`src/hw/rtl/mma_ram.sv`:
```
`timescale 1ns / 1ps
`default_nettype none
// ----------------------------------------------------------------------------
// mma_ram: generic single-port-write, single-port-read RAM
// Read data is registered.
// ----------------------------------------------------------------------------
module mma_ram #(
   parameter int Width = 16,
   parameter int Depth = 64
) (
   input  wire logic                     clock,
   input  wire logic                     wr_en,
   input  wire logic [$clog2(Depth)-1:0] wr_addr,
   input  wire logic [Width-1:0]         wr_data,
   input  wire logic [$clog2(Depth)-1:0] rd_addr,
   output logic      [Width-1:0]         rd_data
);
   logic [Width-1:0] mem_ff [Depth];

   always_ff @(posedge clock) begin
      if (wr_en) mem_ff[wr_addr] <= wr_data;
      rd_data <= mem_ff[rd_addr];
   end
endmodule
`default_nettype wire

```
`config.mk`:
```
export PLATFORM = sky130hd
export DESIGN_NAME = mma_ram
export DESIGN_NICKNAME = d
export VERILOG_FILES = /design/src/hw/rtl/mma_ram.sv
export SDC_FILE = /design/constraint.sdc
export NUM_CORES = 1
export LEC_CHECK = 0
export ABC_AREA = 1
export BUFFER_PORTS_ARGS = -buffer_cell sky130_fd_sc_hd__buf_4
export CAP_MARGIN = 20
export CORE_UTILIZATION = 45
export DETAILED_ROUTE_END_ITERATION = 12
export PLACE_DENSITY_LB_ADDON = 0.2
export SETUP_SLACK_MARGIN = 0.3
export SYNTH_ARGS = -nofsm -noshare
export SYNTH_HDL_FRONTEND = slang
export SYNTH_SLANG_ARGS = --single-unit
```
`constraint.sdc`:
```
create_clock -name clock -period 2.94 [get_ports clock]
set_input_delay 0.588 -clock clock [delete_from_list [all_inputs] [get_ports clock]]
set_output_delay 0.588 -clock clock [all_outputs]
set_load 0.005 [all_outputs]
```
# Word level (Yosys, flattened, before mapping)

Memory sizes are Yosys's and may differ from the RTL's. A register that Yosys moved wholly into a read port is not among the register bits.
Index checks and enable logic that the tools add are counted.

Register bits after elaboration: 0
Memory bits (writable): 1,024
Input bits: 30
Output and inout bits: 16
Logic and storage cells: 3
Memories kept: 1

Muxes and demuxes: 2

Memory list:

| memory | words | width | rd ports | clocked after Yosys merged registers in | wr ports | RTL line | RTL |
|---|---|---|---|---|---|---|---|
| mem_ff | 64    | 16    | 1        | 1                                       | 1        | 18       | `logic [Width-1:0] mem_ff [Depth];` |

Operator list:

| operator         | number |
|---|---|
| 2-to-1 mux 1 bit | 2 |

# Logic depth before layout (Yosys ltp)

Gate-level depths: netlist (run 1).

Word-level depth: 2
Mapped depth: 12
Gate-level depth less buffers: 9

# Worst setup path before layout (run 1)

No wires, ideal clock.

Kind: input -> register
Start: input port wr_en
End: memory mem_ff[48][0] (enable)
Library setup time: 431 ps
Arrival time: 2,712 ps
Data required time: 2,509 ps
Slack: -202 ps
Stages: 3
Buffers on the path: 1
Cells stage by stage: clkbuf_1 -> nand4_1 -> nor4_1

Cells in the longest elaborated chain, start to end: 2

Ends and longest elaborated chain:

| item                                   | RTL line | RTL |
|---|---|---|
| start: declaration                     | 12       | `input wire logic wr_en,` |
| 2-to-1 mux 1 bit                       | 21       | `if (wr_en) mem_ff[wr_addr] <= wr_data;` |
| 2-to-1 mux 1 bit (not written as such) | 21       |  |
| end: declaration                       | 18       |  |

No other way between the ends.

==> results of run 1 <==
## power groups by stage
stage	Clock [W]	Combinational (W)	Sequential (W)
after floorplan	0	0.00110	0.0168
after global placement	0	0.00201	0.0168
after detailed placement	0	0.00202	0.0168
after CTS	0.0133	0.00202	0.0165
after global routing	0.0139	0.00219	0.0165
final	0.0131	0.00201	0.0165
## per-layer routing
metal	track usage (%)	up-vias	routed length (µm)
li1	-	12529	-
met1	34.53	13339	49170
met2	37.68	1042	52750
met3	5.154	186	9315
met4	8.087	10	3501
met5	0	-	72
## per-stage QoR
step	total power (W)	utilization [%]	TNS (ps)
after floorplan	0.01785	-	-25860
after global placement	0.01880	47.79	0
after detailed placement	0.01880	47.79	0
after CTS	0.03181	51.46	0
after global routing	0.03252	51.46	0
final	0.03160	51.47	0
## placed cells by master, fill, tap and decap left out, types with 3 or more instances in the layout
cell type,count
buf_4,153
nor2_2,3
edfxtp_1,1024
nand4_1,9
clkinv_2,17
nor2_1,53
inv_1,8
clkbuf_16,107
clkinv_1,22
nand2_1,1296
clkinv_8,3
clkbuf_8,7
nor4_2,8
nand3_1,871
buf_12,30
bufinv_16,6
clkbuf_1,31
dfxtp_1,16
inv_16,3
## worst max path at each step
stage                                   from                       to  slack [ps]  cells after the start
final                             rd_addr[0]       rd_data[1]$_DFF_P_         870                     12
after floorplan                        wr_en  mem_ff[48][0]$_DFFE_PP_        -200                      3
after detailed placement          rd_addr[0]       rd_data[1]$_DFF_P_         220                     12
after global routing              rd_addr[0]       rd_data[1]$_DFF_P_         790                     12
after CTS                 rd_data[9]$_DFF_P_               rd_data[9]         940                      1
after global placement            rd_addr[0]       rd_data[1]$_DFF_P_         250                     12
## Yosys cell counts, drive strengths merged
library cell / n
edfxtp: 1024
nor2: 56
nor4: 8
clkbuf: 26
dfxtp: 16
buf: 199
nand2: 1296
inv: 12
nand4: 9
nand3: 871
## worst min-delay path: cells and delay by family
family	cells	cell delay [ps]
buffers and inverters	1	210
and+or+nand+nor	2	150
## flip-flops by register name, summed over array words and instances (netlist names)
| signal | cells |
|---|---|
| rd_data | 16 |
| mem_ff | 1024 |
## layout make-up
class	instances	area (µm²)	share of cell area (%)
flip-flops and latches	1040	31070	65.46
multi-input cells	2240	9598	20.22
clock buffers	145	2890	6.090
repair buffers	185	1779	3.749
well taps	1243	1555	3.277
clock inverters	54	491.7	1.036
inverters	12	71.32	0.1503
diodes	2	5.005	0.01055
## cells by family (layout without fill, tap and decap cells)
group | Yosys count | count (layout) | synth area share, %
and+or+nand+nor | 2240 | 2240 | 22.66
DFF | 1040 | 1040 | 73.80
buffers and inverters | 237 | 396 | 3.537
other | 0 | 2 | 0
==> impl_metrics.env, run 1 <==
export IMPL_outcome="finished, final reports clean"
export IMPL_required_ps=3550
export IMPL_pwr_share_clk_pct=41.5
export IMPL_critical_path_endpoint_type="flop"
export IMPL_vias=27106
export IMPL_finalNetCount=3615
export IMPL_hp_class="primary input to flop"
export IMPL_path_class="primary input to flop"
export IMPL_overflow=0
export IMPL_dpl_cell_area_um2=44070
export IMPL_clk_pin_slew_ps=60
export IMPL_netlist_instances=3517
export IMPL_die_h_um=307.9
export IMPL_htree_levels=3
export IMPL_pre_cts_ws_ps=220.6
export IMPL_grt_antenna_before_repair=7
export IMPL_syn_area_per_cell_um2=11.97
export IMPL_rows=111
export IMPL_swShare_pct=22.88
export IMPL_cap_violations=0
export IMPL_cp_start_kind="primary input"
export IMPL_fin_crit_ps=2074
export IMPL_skew_ps=33.94
export IMPL_core_area_um2=92220
export IMPL_hold_path_endpoint="rd_data[8]$_DFF_P_"
export IMPL_cpPeakStageDelay_ps=340
export IMPL_rsz0062_at_grt="false"
export IMPL_synth_ff_latch_count=1040
export IMPL_slew_viol_final=0
export IMPL_setup_slack_ps=866.3
export IMPL_rr_worst_depth=8
export IMPL_regToRegSetupSlack_ps=1280
export IMPL_numCtsBuffers=106
export IMPL_grt_max_degree=117
export IMPL_first_pass_iters=7
export IMPL_p_leak_nw=17.10
export IMPL_vdd_drop_max_mv=0.5110
export IMPL_period_share_pct=70.53
export IMPL_netlist_top_cells_area="edfxtp_1, nand2_1, nand3_1"
export IMPL_cts_resized=0
export IMPL_drive_gt1_share_pct=9.412
export IMPL_wire_per_inst_um=23.33
export IMPL_grt_pass1_vias=25655
export IMPL_fillers=7994
export IMPL_grt_pass1_wl_um=170600
export IMPL_critPathMaxFanout=55
export IMPL_synth_top_area_cell="edfxtp_1"
export IMPL_globalplace_congestion=0.8455
export IMPL_dp_hpwl_um=64320
export IMPL_dieArea_um2=94780
export IMPL_cp_num_buf_inv=4
export IMPL_ys_warn_count=0
export IMPL_cts_root_buf="clkbuf_16"
export IMPL_area_growth_pct=12.74
export IMPL_cts_tree="built"
export IMPL_holdPathStages=3
export IMPL_clk_latency_ps=710
export IMPL_cts_sinks=1040
export IMPL_worstMarginPinSlew_ps=1003
export IMPL_yosysSeqAreaShare_pct=73.80
export IMPL_worstPathCellList="buf_8 -> inv_16 -> buf_12 -> buf_12 -> nand2_1 -> nand3_1 -> nand3_1 -> nand2_1 -> nand2_1 -> nand3_1 -> nand3_1 -> nand2_1"
export IMPL_syn_nets=3547
export IMPL_hold_viol=0
export IMPL_track_usage_pct=24.43
export IMPL_synth_top_area_share_pct=73.04
export IMPL_yosysUniqueCellTypes=16
export IMPL_antenna_left=0
export IMPL_cts_path_max_buffers=3
export IMPL_fin_cells=4921
export IMPL_internal_power_w=0.02437
export IMPL_r2r_start="mem_ff[11][1]$_DFFE_PP_"
export IMPL_port_buffers=45
export IMPL_drt_iter0_drc=2833
export IMPL_hold_slack_ps=299.7
export IMPL_dp_cells=4720
export IMPL_reg2reg_to="rd_data[1]$_DFF_P_"
export IMPL_initial_utilization_pct=45.65
export IMPL_slew_headroom_pct=33.08
export IMPL_die_width_um=307.9
export IMPL_cts_hold_repair_buffers=0
export IMPL_cp_top_family="simple AND/OR/NAND/NOR gates"
export IMPL_slowest_stage="nand3_1"
export IMPL_postCtsSetupRepairBufs=0
export IMPL_p_sw_w=0.007230
export IMPL_io_pins=46
export IMPL_setup_viol=0
export IMPL_power_share_combinational_pct=6.4
export IMPL_stdcell_area_um2=47460
export IMPL_avgViaCountPerCell=5.508
export IMPL_drt_total_wl_um=114800
export IMPL_crit_arrival_ps=2690
export IMPL_worstHoldStart="rd_addr[5]"
export IMPL_pwr_share_seq_pct=52.2
export IMPL_p_per_area_nw_per_um2=665.8
export IMPL_synth_area_um2=42100
export IMPL_fmax_ghz=0.4822
export IMPL_drcViolationCount=0
No activity file was read; power rests on OpenSTA's default activity.
==> run 2, diff against run 1 <==
--- a/config.mk
+++ b/config.mk
@@ -5,7 +5,7 @@
 export SDC_FILE = /design/constraint.sdc
 export NUM_CORES = 1
 export LEC_CHECK = 0
-export ABC_AREA = 1
+export ABC_AREA = 0
 export BUFFER_PORTS_ARGS = -buffer_cell sky130_fd_sc_hd__buf_4
 export CAP_MARGIN = 20
 export CORE_UTILIZATION = 45
==> constraint.sdc (replaced) <==
create_clock -name clock -period 1.95 [get_ports clock]
set_input_delay 0.39 -clock clock [delete_from_list [all_inputs] [get_ports clock]]
set_output_delay 0.39 -clock clock [all_outputs]
set_load 0.005 [all_outputs]
==> impl_metrics.env, run 2 <==
export IMPL_required_ps=2500
export IMPL_core_area_um2=88240
export IMPL_async_flop_share_pct=0
export IMPL_synth_top_area_cell="edfxtp_1"
export IMPL_cp_num_buf_inv=0
export IMPL_synth_ff_latch_count=1040
export IMPL_clk_pin_slew_ps=60
export IMPL_setup_viol=1
export IMPL_synth_common_cells="edfxtp_1, mux4_2, mux2i_1, nor2_1, nand2_1"
export IMPL_crit_arrival_ps=2510
export IMPL_regToRegSetupSlack_ps=-20
export IMPL_first_pass_iters=5
export IMPL_setup_slack_ps=-15.23
export IMPL_grt_pass1_vias=20080
export IMPL_grt_antenna_before_repair=4
export IMPL_final_common_cell="edfxtp_1"
export IMPL_cts_root_buf="clkbuf_16"
export IMPL_io_pins=46
export IMPL_pwr_share_clk_pct=41.2
export IMPL_cts_tree="built"
export IMPL_cpPeakStageDelay_ps=470
export IMPL_synth_most_common_cell="edfxtp_1"
export IMPL_fillers=6495
export IMPL_port_buffers=45
export IMPL_cts_sinks=1040
export IMPL_period_share_pct=100.8
export IMPL_outcome="complete, but fails checks"
export IMPL_grt_max_degree=65
export IMPL_syn_nets=1859
export IMPL_cts_path_max_buffers=3
export IMPL_reg_largest_list="mem_ff (1024), rd_data (16)"
export IMPL_globalplace_congestion=0.8366
export IMPL_regMostFlops="mem_ff"
export IMPL_drcViolationCount=0
export IMPL_yosysSeqAreaShare_pct=77.59
export IMPL_clk_latency_ps=670
export IMPL_rows=109
export IMPL_swShare_pct=21.17
export IMPL_rsz0062_at_grt="true"
export IMPL_fin_util_pct=55.19
export IMPL_grt_pass1_wl_um=141700
export IMPL_p_leak_nw=15.60
export IMPL_antenna_cells=0
export IMPL_initial_utilization_pct=45.38
export IMPL_hp_class="primary input to flop"
export IMPL_drt_iter0_drc=2028
export IMPL_stdcell_area_um2=48700
export IMPL_slew_viol_final=0
export IMPL_cp_top_family="multiplexers"
export IMPL_largest_register_ffs=1024
export IMPL_avgViaCountPerCell=5.781
export IMPL_violations="setup timing"
export IMPL_worstMarginPinSlew_ps=1053
export IMPL_synth_top_area_share_pct=76.79
export IMPL_area_growth_pct=21.62
export IMPL_path_class="flop to flop"
export IMPL_ys_warn_count=0
export IMPL_cp_start_kind="flop"
export IMPL_htree_levels=3
export IMPL_vias=19575
export IMPL_wire_per_inst_um=29.00
export IMPL_pwr_share_seq_pct=52.6
export IMPL_track_usage_pct=22.05
export IMPL_antenna_left=0
export IMPL_skew_ps=17.50
export IMPL_overflow=0
export IMPL_fin_tns_setup_ps=-15.23
export IMPL_yosysUniqueCellTypes=43
export IMPL_vdd_drop_max_mv=0.6879
export IMPL_numCtsBuffers=105
export IMPL_cap_violations=0
export IMPL_critical_path_endpoint_type="flop"
export IMPL_dpl_cell_area_um2=44890
export IMPL_power_share_combinational_pct=6.2
export IMPL_finalNetCount=2166
export IMPL_drive_gt1_share_pct=37.01
export IMPL_ys_flop_type="edfxtp_1"
export IMPL_netlist_top_cells_area="edfxtp_1, mux4_2, mux2i_1"
export IMPL_fmax_ghz=0.5088
export IMPL_worstPathCellList="mux4_2 -> mux2_4 -> nand2_2 -> nand4_1 -> and4_1"
export IMPL_internal_power_w=0.03722
export IMPL_p_sw_w=0.009997
export IMPL_p_per_area_nw_per_um2=969.6
export IMPL_netlist_instances=1829
export IMPL_dp_hpwl_um=62080
export IMPL_slew_headroom_pct=29.66
export IMPL_critPathMaxFanout=1
export IMPL_fin_crit_ps=1965
export IMPL_syn_area_per_cell_um2=21.89
export IMPL_die_h_um=300.3
export IMPL_hold_viol=0
export IMPL_synth_area_um2=40040
export IMPL_die_width_um=300.3
export IMPL_mostFrequentLayoutCells="edfxtp_1, mux4_2, buf_4"
export IMPL_synth_edff_count=1024
export IMPL_slowest_stage="mux4_2"
export IMPL_dieArea_um2=90180
export IMPL_drt_total_wl_um=98200
==> run 2: changes by cell type after synthesis, moves of 9 or more <==
| cell | previous run | this run |
|---|---|---|
| a21oi_1 | 0 | 17 |
| a221oi_1 | 0 | 16 |
| a22oi_1 | 0 | 39 |
| buf_1 | 17 | 3 |
| buf_2 | 113 | 36 |
| buf_6 | 49 | 17 |
| inv_1 | 9 | 0 |
| mux2_2 | 0 | 27 |
| mux2i_1 | 0 | 85 |
| mux4_2 | 0 | 220 |
| nand2_1 | 1296 | 59 |
| nand3_1 | 871 | 24 |
| nor2_1 | 56 | 72 |
| nor2b_1 | 0 | 30 |
==> run 2: layout make-up <==
class | instances | area, µm² | share of cell area [%]
tap | 1165 | 1458 | 2.993
clock buffer | 130 | 2795 | 5.740
timing repair buffer | 304 | 3760 | 7.721
sequential | 1040 | 31070 | 63.81
clock inverter | 62 | 540.5 | 1.110
multi-input combinational | 685 | 9071 | 18.63
==> run 2: power groups by stage <==
stage                     logic, W  registers (W)  clock network, W
after floorplan            0.00137         0.0253                 0
after global placement     0.00278         0.0253                 0
after detailed placement   0.00281         0.0253                 0
after CTS                  0.00290         0.0248            0.0198
after global routing       0.00308         0.0248            0.0206
final                      0.00292         0.0248            0.0195
==> run 2: repair_timing <==
item / in CTS / in global routing
endpoints found under the setup margin: 19 / 16
pin swaps: 36 / 12
buffers inserted: 0 / 8
cloned: 1 / 1
hold buffers: 0 / 0
gates resized for setup: 50 / 19
==> run 2: metal layers <==
layer	vias to the layer above	track usage, %	share of wire, %
li1	8323	-	-
met1	10452	31.17	42
met4	2	6.523	2.4
met2	668	35.78	49
met5	-	0	0.010
met3	130	3.208	6.0
==> run 2: cell families after synthesis <==
family	after synthesis	share of synthesized area, %
flops	1040	77.59
buf+inv	104	1.831
mux	336	15.52
simple gates	220	2.647
compound gates	129	2.409
==> run 2: path summary, 6_finish.rpt <==
| path | from | end | cells after the start |
|---|---|---|---|
| max | mem_ff[23][14]$_DFFE_PP_ | rd_data[14]$_DFF_P_ | 5 |
| min reg2reg | mem_ff[33][2]$_DFFE_PP_ | rd_data[2]$_DFF_P_ | 4 |
| max reg2reg | mem_ff[23][14]$_DFFE_PP_ | rd_data[14]$_DFF_P_ | 5 |
| min | wr_data[7] | mem_ff[42][7]$_DFFE_PP_ | 1 |
==> run 2: metrics by stage <==
step	hold WS (ps)	setup slack (ps)	cells	total power, W
finish	126.7	-15.23	3386	0.04722
global route	116.6	-30.13	3386	0.04848
CTS	85.00	1.624	3377	0.04754
detailed placement	799.0	-621.0	3184	0.02811
global placement	790.2	-635.0	3184	0.02807
floorplan	488.9	-27.63	1829	0.02663
