## src/hw/rtl/mma_pkg.sv

```systemverilog
`timescale 1ns / 1ps
`default_nettype none
// ----------------------------------------------------------------------------
// mma_pkg: shared types and constants for the matrix multiply-accumulate engine
// Item layouts, opcodes, register indexes and controller states.
// ----------------------------------------------------------------------------
package mma_pkg;

   localparam int MaxDim   = 8;
   localparam int DimW     = $clog2(MaxDim);
   localparam int Depth    = MaxDim * MaxDim;
   localparam int AddrW    = $clog2(Depth);
   localparam int CntW     = DimW + 1;

   typedef enum logic [1:0] {
      OP_LOAD_A  = 2'd0,
      OP_LOAD_B  = 2'd1,
      OP_LOAD_C  = 2'd2,
      OP_COMPUTE = 2'd3
   } opcode_type;

   typedef enum logic [2:0] {
      REG_TRANS_A = 3'd0,
      REG_TRANS_B = 3'd1,
      REG_ROWS_M  = 3'd2,
      REG_COLS_N  = 3'd3,
      REG_DEPTH_K = 3'd4,
      REG_ALPHA   = 3'd5,
      REG_BETA    = 3'd6
   } reg_index_type;

   typedef enum logic [2:0] {
      ST_IDLE,
      ST_READ,
      ST_SCALE,
      ST_SUM,
      ST_WRITE,
      ST_EMIT
   } state_type;

   typedef struct packed {
      logic [1:0]   opcode;
      logic [5:0]   elem_index;
      logic [31:0]  data_value;
   } req_type;

   typedef struct packed {
      logic [2:0]   out_row;
      logic [2:0]   out_col;
      logic [31:0]  out_value;
      logic         last;
   } rsp_type;

   typedef struct packed {
      logic [2:0]   index;
      logic [15:0]  data;
   } csr_type;

   // geometry handed from the register block to the datapath
   typedef struct packed {
      logic            trans_a;
      logic            trans_b;
      logic [CntW-1:0] m;
      logic [CntW-1:0] n;
      logic [CntW-1:0] k;
      logic [15:0]     alpha;
      logic [15:0]     beta;
   } geom_type;

   function automatic logic [CntW-1:0] clamp_dim(input logic [3:0] v);
      logic [CntW-1:0] r;
      if (v == 4'd0) r = CntW'(1);
      else if (v > 4'(MaxDim)) r = CntW'(MaxDim);
      else r = CntW'(v);
      return r;
   endfunction

endpackage
`default_nettype wire

```

## src/hw/rtl/mma_regs.sv

```systemverilog
`timescale 1ns / 1ps
`default_nettype none
// ----------------------------------------------------------------------------
// mma_regs: configuration register file
// Holds transpose flags, dimensions and scales; presents clamped geometry.
// ----------------------------------------------------------------------------
module mma_regs (
   input  wire logic              clock,
   input  wire logic              reset,
   input  wire logic              csr_valid,
   output logic                   csr_ready,
   input  wire mma_pkg::csr_type  csr_data,
   output mma_pkg::geom_type      geom
);
   logic        trans_a_ff, trans_b_ff;
   logic [3:0]  rows_ff, cols_ff, depth_ff;
   logic [15:0] alpha_ff, beta_ff;

   assign csr_ready = 1'b1;

   always_ff @(posedge clock) begin
      if (reset) begin
         trans_a_ff <= 1'b0;
         trans_b_ff <= 1'b0;
         rows_ff    <= 4'd8;
         cols_ff    <= 4'd8;
         depth_ff   <= 4'd8;
         alpha_ff   <= 16'd256;
         beta_ff    <= 16'd0;
      end else if (csr_valid) begin
         unique case (csr_data.index)
            mma_pkg::REG_TRANS_A: trans_a_ff <= csr_data.data[0];
            mma_pkg::REG_TRANS_B: trans_b_ff <= csr_data.data[0];
            mma_pkg::REG_ROWS_M:  rows_ff    <= csr_data.data[3:0];
            mma_pkg::REG_COLS_N:  cols_ff    <= csr_data.data[3:0];
            mma_pkg::REG_DEPTH_K: depth_ff   <= csr_data.data[3:0];
            mma_pkg::REG_ALPHA:   alpha_ff   <= csr_data.data;
            mma_pkg::REG_BETA:    beta_ff    <= csr_data.data;
            default: ;
         endcase
      end
   end

   always_comb begin
      geom.trans_a = trans_a_ff;
      geom.trans_b = trans_b_ff;
      geom.m       = mma_pkg::clamp_dim(rows_ff);
      geom.n       = mma_pkg::clamp_dim(cols_ff);
      geom.k       = mma_pkg::clamp_dim(depth_ff);
      geom.alpha   = alpha_ff;
      geom.beta    = beta_ff;
   end
endmodule
`default_nettype wire
```

## config.mk

```make
export PLATFORM = sky130hd
export DESIGN_NAME = mma_regs
export DESIGN_NICKNAME = d
export VERILOG_FILES = /design/src/hw/rtl/mma_pkg.sv /design/src/hw/rtl/mma_regs.sv
export SDC_FILE = /design/constraint.sdc
export NUM_CORES = 1
export LEC_CHECK = 0
export BUFFER_PORTS_ARGS = -buffer_cell sky130_fd_sc_hd__buf_2
export CAP_MARGIN = 40
export CORE_ASPECT_RATIO = 0.75
export CORE_UTILIZATION = 54
export DETAILED_ROUTE_END_ITERATION = 10
export GPL_TIMING_DRIVEN = 0
export PLACE_DENSITY = 0.87
export SLEW_MARGIN = 40
export SYNTH_ARGS = -nofsm -noshare
export SYNTH_HDL_FRONTEND = slang
export SYNTH_SLANG_ARGS = --single-unit
```

## constraint.sdc

```tcl
create_clock -name clock -period 2.1 [get_ports clock]
set_input_delay 0.21 -clock clock [delete_from_list [all_inputs] [get_ports clock]]
set_output_delay 0.21 -clock clock [all_outputs]
set_load 0.02 [all_outputs]
```

=== Word level (Yosys, flattened, before mapping) ===
Index checks and enable logic that the tools add are counted.

* Logic and storage cells: 33
* Register bits: 46
* Output and inout port bits: 47
* Input bits: 22

* $lt $le $gt $ge: 3
* Multiplexer cells: 6
* Reduce and logical (&&, ||, !) cells: 11
* Eq/ne operators: 6

{| class="wikitable"
|+ Operators with widths
! kind !! count
|-
| 4-bit 2-to-1 mux || 6
|-
| 2-bit AND reduction || 7
|-
| 4-bit > comparator (second input constant) || 3
|-
| 4-bit logical NOT || 3
|-
| 3-bit == test (second input constant) || 3
|-
| 3-bit by 2-bit == test with 1-bit output (second input constant) || 2
|-
| 3-bit by 1-bit == test with 1-bit output (second input constant) || 1
|-
| 3-bit logical NOT || 1
|}

=== Logic depth before layout (Yosys ltp) ===
Gate-level depths: netlist of the first run.

* Word-level depth: 3
* Depth in mapped cells: 4
* Depth with buffers taken out: 2

=== Worst setup path before layout of the first run ===
OpenSTA, ideal clock, no wires.

* Kind: input -> register
* Start point: input port csr_data[16] in the netlist's numbering
* End point: register beta_ff[0]
* Required time: 2028 ps
* Buffers on the path: 2
* Setup slack: 1114 ps
* Library setup time: 72 ps
* Stages: 4
* Arrival time: 915 ps
* Cell sequence: buf_4 -> and4b_1 -> buf_6 -> mux2i_1

* Word-level cells in the longest chain between the ends: 2

{| class="wikitable"
|+ Ends and longest elaborated chain
! element !! line !! text
|-
| start, declared || mma_regs.sv:12 || <nowiki>input wire mma_pkg::csr_type csr_data,</nowiki>
|-
| 3-bit == test || mma_regs.sv:31 || <nowiki>unique case (csr_data.index)</nowiki>
|-
| 2-bit AND reduction (no line) || - ||
|-
| end signal, assigned || mma_regs.sv:38 || <nowiki>mma_pkg::REG_BETA: beta_ff <= csr_data.data;</nowiki>
|-
| end, declared || mma_regs.sv:17 || <nowiki>logic [15:0] alpha_ff, beta_ff;</nowiki>
|}

Every way passes these cells.
A chain may end at the register's enable or synchronous reset.

==> results of run 1 <==
layer usage:
metal	global-route usage, %	up-vias
met3	10.1	5
li1	-	790
met2	36.0	44
met4	4.95	0
met5	0	-
met1	28.7	702
final cells by class:
| cell class | count | share of cell area [%] |
|---|---|---|
| Sequential cell | 46 | 35.7 |
| Buffer | 22 | 5.14 |
| Multi-Input combinational cell | 132 | 40.3 |
| Timing Repair Buffer | 62 | 12.0 |
| Tap cell | 52 | 2.52 |
| Clock buffer | 8 | 4.27 |
cells by family (layout without fill, tap and decap cells):
family | count (synthesis) | count (layout)
flip-flops | 46 | 46
other | 1 | 1
AO/OA/AOI/OAI | 3 | 3
AND/OR/NAND/NOR | 82 | 82
multiplexers | 46 | 46
buffers and inverters | 22 | 92
cells in the mapped netlist (all sizes together):
cell type,number
o21ba,3
buf,11
dfxtp,46
nand4bb,2
nand4b,3
nor2b,6
conb,1
and4b,2
nor4b,1
nand2b,58
clkbuf,11
mux2i,46
nor2,9
and4bb,1
path summary, 6_finish.rpt:
| path | start | to | slack (ns) |
|---|---|---|---|
| max | depth_ff[1] | geom[32] | 0.80 |
| min | csr_data[14] | alpha_ff[14] | 0.18 |
| max reg2reg | rows_ff[3] | rows_ff[3] | 1.44 |
| min reg2reg | alpha_ff[14] | alpha_ff[14] | 0.47 |
cell usage in the layout (no fill, tap or decap), types with 3 or more instances in the layout:
cell       n
nor2_1     9
buf_6      3
mux2i_1   46
o21ba_2    3
dfxtp_1   46
buf_2     64
clkbuf_8   8
nand2b_1  58
buf_4      6
clkbuf_1   9
nor2b_1    6
power breakdown:
group,switching [mW],internal (mW),total [mW]
clock network,0.303,0.333,0.636
logic,0.0944,0.0826,0.177
registers,0.0108,0.891,0.902
total,0.408,1.31,1.71
worst max-delay path, delay by kind of cell, from the launching register on:
kind | cells | cell delay (ns)
compound gates | 1 | 0.21
buf+inv | 1 | 0.17
flops | 1 | 0.33
simple gates | 1 | 0.09
metrics by stage:
| stage | setup slack [ns] | instances | power (mW) | util (%) |
|---|---|---|---|---|
| finish | 0.804 | 322 | 1.71 | 70.0 |
| global route | 0.723 | 322 | 1.78 | 70.0 |
| CTS | 0.795 | 322 | 1.71 | 70.0 |
| detailed placement | 0.934 | 314 | 1.10 | 67.0 |
| global placement | 0.976 | 314 | 1.10 | 67.0 |
| floorplan | 1.11 | 200 | 1.04 | - |
flip-flops by register name, indices dropped and copies added, names as in the netlist:
name / count
beta_ff: 16
depth_ff: 4
rows_ff: 4
trans_a_ff: 1
alpha_ff: 16
trans_b_ff: 1
cols_ff: 4
==> out/results.txt, run 1 <==
Design area - 2580 um2
Crit path max-delay cell type - dfxtp_1
Slew Viols, Final - 0
First-pass GRT wire length - 6890 um
Routed met2 length - 1860 um
GRT Util Overall - 22.9%
Clock tree buffer depth - 2
Unique masters post-synth - 19
Clock-pin slew of the registers on the worst-case setup and hold paths - 0.09 ns
Mux cell area share after synthesis - 22.0%
CP Cell Sequence - o21ba_2 -> nor2_1 -> buf_2
FF+latch area - 921 um2
Setup TNS - 0 ns
Detailed Routing Iterations Pass 1 - 4
Dpl cell area - 2470 um2
H-tree levels - 2
Final Cycle Share - 61.7%
Layout cells sized above 1 - 33.0%
Die X - 73.9 um
Initial Utilization - 56.8%
Crit-path max FO - 3
Mapped Nets - 222
Diode count - 0
Cts repair resizes - 0
Status - finished clean
IO Count - 69
Crit Path Class - register to output port
Chip height - 55.9 um
Worst EP arrival - 1.09 ns
Largest net degree at the start of global routing - 14
Combinational family with the most area after synthesis - simple AND/OR/NAND/NOR gates
Routed wl met3 - 261 um
Synth Area in Compound Gates - 1.43%
DIE AREA - 4130 um2
#FFs+latches synth - 46
Synthesis Warnings - 0
Area growth syn-to-layout - 23.2%
Synthesized instance count - 200
Std-Cell Rows - 19
Synth Area in Adders - 0%
Core box area - 3680 um2
Leak Pwr - 1.28 nW
Met1 wire length - 2030 um
RSZ-0062 raised after global routing - no
TritonCTS buffer count - 5
Initial antenna violation count - 0
CTS tree - done
Fraction of the mapped netlist area in simple logic gates - 26.1%
F_max - 771 MHz
Antenna viol nets, final - 0
Synth top area share - 44.0%
Hold Crit Depth - 3
Vias per inst - 4.79
Clock Tree Root - clkbuf_8
Hold Path Class - primary input to register
Required time worst endpoint - 1.89 ns
Leading area contributor after synthesis - dfxtp_1
Reg2reg path depth - 2
Max layer used - met4
Final Routed Wirelength - 4200 um
Slowest stage delay, CP - 0.33 ns
First-iteration detailed-routing DRC count - 55
Worst Hold Slack - 0.180 ns
Port Buf Inserts - 62
Post-CTS Setup Bufs - 0
GP Congestion - 0.701
Final setup viols - 0
CP Capture Type - output port
Worst skew pair latency - 0.31 ns
Tmin final - 1.30 ns
Clock sinks - 46
Wire per inst - 13.0 um
DR vias - 1541
Vias in the first global route - 1492
Fin. Hold Viols - 0
# nets final - 291
DP HPWL - 2970 um
Footprint of the multi-input gates - 1040 um2
Cts-stage hold buffer count - 0
Post-Syn Area - 2090 um2
CP startpoint kind - register
Synth Area per Inst - 10.5 um2
Max-Cap Viols - 0
DRC viols - 0
Synth Area in XOR/XNOR - 0%
Overflow left after global routing - 0
Post-synthesis sequential area ratio - 44.0%
Filler Cell Count - 300
Clock skew - 0 ns
Area contributors post-synth - dfxtp_1, mux2i_1, nand2b_1
Maximum VDD drop - 0.457 mV
Pwr Density - 665 nW/um2
Power figures use the tool's default switching activity.
==> run 2, diff against run 1 <==
--- a/config.mk
+++ b/config.mk
@@ -5,13 +5,14 @@
 export SDC_FILE = /design/constraint.sdc
 export NUM_CORES = 1
 export LEC_CHECK = 0
+export ABC_AREA = 1
 export BUFFER_PORTS_ARGS = -buffer_cell sky130_fd_sc_hd__buf_2
 export CAP_MARGIN = 40
 export CORE_ASPECT_RATIO = 0.75
-export CORE_UTILIZATION = 54
+export CORE_UTILIZATION = 50
 export DETAILED_ROUTE_END_ITERATION = 10
 export GPL_TIMING_DRIVEN = 0
-export PLACE_DENSITY = 0.87
+export PLACE_DENSITY = 0.81
 export SLEW_MARGIN = 40
 export SYNTH_ARGS = -nofsm -noshare
 export SYNTH_HDL_FRONTEND = slang
==> constraint.sdc (replaced) <==
create_clock -name clock -period 1.2 [get_ports clock]
set_input_delay 0.12 -clock clock [delete_from_list [all_inputs] [get_ports clock]]
set_output_delay 0.12 -clock clock [all_outputs]
set_load 0.02 [all_outputs]
==> run 2 against run 1 <==
  * Sequential cell count unchanged
  * Sequential power increased by 78%
  * Wire length increased by 9.2%
  * Synthesized area decreased by 2.0%
  * Worst setup slack got worse by 0.78 ns
  * Combinational power increased to 2.5 times the previous value
==> out/results.txt, run 2 <==
Initial antenna violation count - 0 (unchanged)
CTS tree - done
Leak Pwr - 1.31 nW (+2.7%)
Top flop regs - alpha_ff (16), beta_ff (16)
Die X - 76.0 um (+2.8%)
Hold Path Class - primary input to register
# nets final - 400 (+37%)
DP HPWL - 3450 um (+16%)
DRC viols - 0 (unchanged)
Worst skew pair latency - 0.30 ns (about the same)
Worst EP arrival - 1.05 ns (-0.04 ns)
DR vias - 2025 (+31%)
Unique masters post-synth - 17 (-2)
RR Endpoint - cols_ff[3]
Hold path startpoint - csr_data[8]
Status - finished clean
EDFF count, synth - 0 (unchanged)
Antenna viol nets, final - 0 (unchanged)
Layout cells sized above 1 - 30.1% (-2.9 points)
Most frequent cell after synthesis - nor2_1
CP Capture Type - output port
First-iteration detailed-routing DRC count - 102 (+85%)
Hold Crit Depth - 3 (unchanged)
Final core occ - 68.0% (-2.0 points)
Reg2reg path depth - 2 (unchanged)
H-tree levels - 2 (unchanged)
Reg2reg start - cols_ff[3]
CP Cell Sequence - inv_2 -> nand3_4 -> a21oi_2 -> buf_4
Wire per inst - 10.6 um (-18%)
Clock tree buffer depth - 2 (unchanged)
Leading area contributor after synthesis - dfxtp_1
DIE AREA - 4370 um2 (+5.7%)
Vias in the first global route - 1727 (+16%)
Most common library cells after synthesis - nor2_1, nand2_1, nand3_1
Slowest stage delay, CP - 0.32 ns (about the same)
Initial Utilization - 54.3% (-2.5 points)
Clock Tree Root - clkbuf_8
Core box area - 3780 um2 (+2.6%)
Post-synthesis sequential area ratio - 44.9% (+0.89 points)
Final Cycle Share - 97.7%
Clock-pin slew of the registers on the worst-case setup and hold paths - 0.09 ns (about the same)
Required time worst endpoint - 1.08 ns (-0.81 ns)
GP Congestion - 0.800 (+14%)
Crit path max-delay cell type - dfxtp_1
Overflow left after global routing - 0 (unchanged)
CP Launch Point - cols_ff[0]
Final setup viols - 0 (unchanged)
Port Buf Inserts - 67 (+8.1%)
Tmin final - 1.17 ns
CP startpoint kind - register
TritonCTS buffer count - 5 (unchanged)
First-pass GRT wire length - 7570 um (+9.8%)
Synthesis Warnings - 0 (unchanged)
Post-CTS Setup Bufs - 0 (unchanged)
Crit Path Class - register to output port
Largest net degree at the start of global routing - 14 (unchanged)
Worst Hold Slack - 0.0491 ns (-0.131 ns)
Diode count - 0 (unchanged)
Mapped Nets - 326 (+47%)
Clock sinks - 46 (unchanged)
Maximum VDD drop - 0.767 mV (+68%)
Max-Cap Viols - 0 (unchanged)
F_max - 853 MHz
Area growth syn-to-layout - 25.3%
Crit-path max FO - 2 (-1)
Final Routed Wirelength - 4590 um (+9.2%)
Pwr Density - 1180 nW/um2 (+77%)
Commonest non-fill, non-tap cells in the layout - nor2_1, buf_2, nand2_1, nand3_1, dfxtp_1
Min-Delay Endpoint - alpha_ff[8]
Synth Area per Inst - 6.75 um2 (-36%)
IO Count - 69 (unchanged)
RSZ-0062 raised after global routing - yes
Detailed Routing Iterations Pass 1 - 4 (unchanged)
Synthesized instance count - 304 (+52%)
Area contributors post-synth - dfxtp_1, nor2_1, nand3_1
Vias per inst - 4.70 (-1.8%)
Slew Viols, Final - 0 (unchanged)
Synth top area share - 44.9% (+0.89 points)
Chip height - 57.5 um (+2.8%)
Post-synthesis async set-or-reset flop share - 0% (unchanged)
GRT Util Overall - 22.0% (-0.81 points)
#FFs+latches synth - 46 (unchanged)
Commonest non-fill, non-tap cell in the layout - nor2_1
Std-Cell Rows - 19 (unchanged)
Post-synth top flop - dfxtp_1
Clock skew - 0 ns (unchanged)
Post-Syn Area - 2050 um2 (-2.0%)
Fin. Hold Viols - 0 (unchanged)
R2R setup slack - 0.50 ns (-0.94 ns)
run 2: cell count changes after synthesis, sizes merged, moves of 6 or more:
cell    change
a21oi       +6
inv        +30
nand3      +47
mux2i      -46
nand2      +54
clkbuf      -8
nand2b     -58
nor2       +89
nor2b       -6
run 2: final cells by class:
type                    instances  area (um2)
fillers                       370        1210
multi-input cells             209         930
flip-flops and latches         46         923
repair buffers                 67         340
inverters                      30         113
plain buffers                  19         109
clock buffers                   7        86.3
well taps                      52        65.1
clock inverters                 1        5.00
run 2: cells by family after synthesis:
| group | after synthesis | share of synthesized area [%] |
|---|---|---|
| and+or+nand+nor | 199 | 42.0 |
| buffers and inverters | 49 | 10.8 |
| DFF | 46 | 44.9 |
| other | 1 | 0.183 |
| AOI/OAI and AO/OA | 9 | 2.19 |
run 2: how the worst max path moves through the flow:
stage,end,slack [ns]
6_report,geom[36],0.03
2_1_floorplan,geom[36],0.29
5_1_grt,geom[36],-0.05
3_5_place_dp,alpha_ff[10],0.13
3_3_place_gp,alpha_ff[2],0.15
4_1_cts,geom[37],0.003
run 2: metal layers:
metal / vias up / global-route usage (%) / wire [um]
li1: 1072 / - / -
met1: 878 / 28.6 / 2130
met2: 66 / 36.1 / 2050
met3: 9 / 5.28 / 341
met4: 0 / 8.24 / 61
met5: - / 0 / 0
run 2: repair_timing:
item | in CTS | in global routing
hold buffers | 0 | 0
endpoints found under the setup margin | 1 | 2
gates resized for setup | 2 | 9
pin swaps | 1 | 1
run 2: worst max-delay path: cells and delay by family, from the launching register on:
family                 cells  cell delay, ns
AO/OA/AOI/OAI              1            0.13
buffers and inverters      2            0.24
flip-flops                 1            0.32
AND/OR/NAND/NOR            1            0.08
run 2: per-stage QoR:
step	instances	area, um2	total power, mW	setup TNS, ns	setup slack [ns]
after floorplan	304	2050	1.94	0	0.289
after CTS	431	2550	3.03	0	0.00306
after global placement	423	2450	2.08	0	0.147
after detailed placement	423	2450	2.09	0	0.130
after global routing	431	2570	3.17	-0.0783	-0.0514
final	431	2570	3.02	0	0.0274
run 2: power by group:
part / switching (mW) / total, mW / internal (mW)
registers: 0.0314 / 1.61 / 1.58
logic: 0.291 / 0.451 / 0.160
clock network: 0.495 / 0.960 / 0.465
total: 0.818 / 3.02 / 2.20
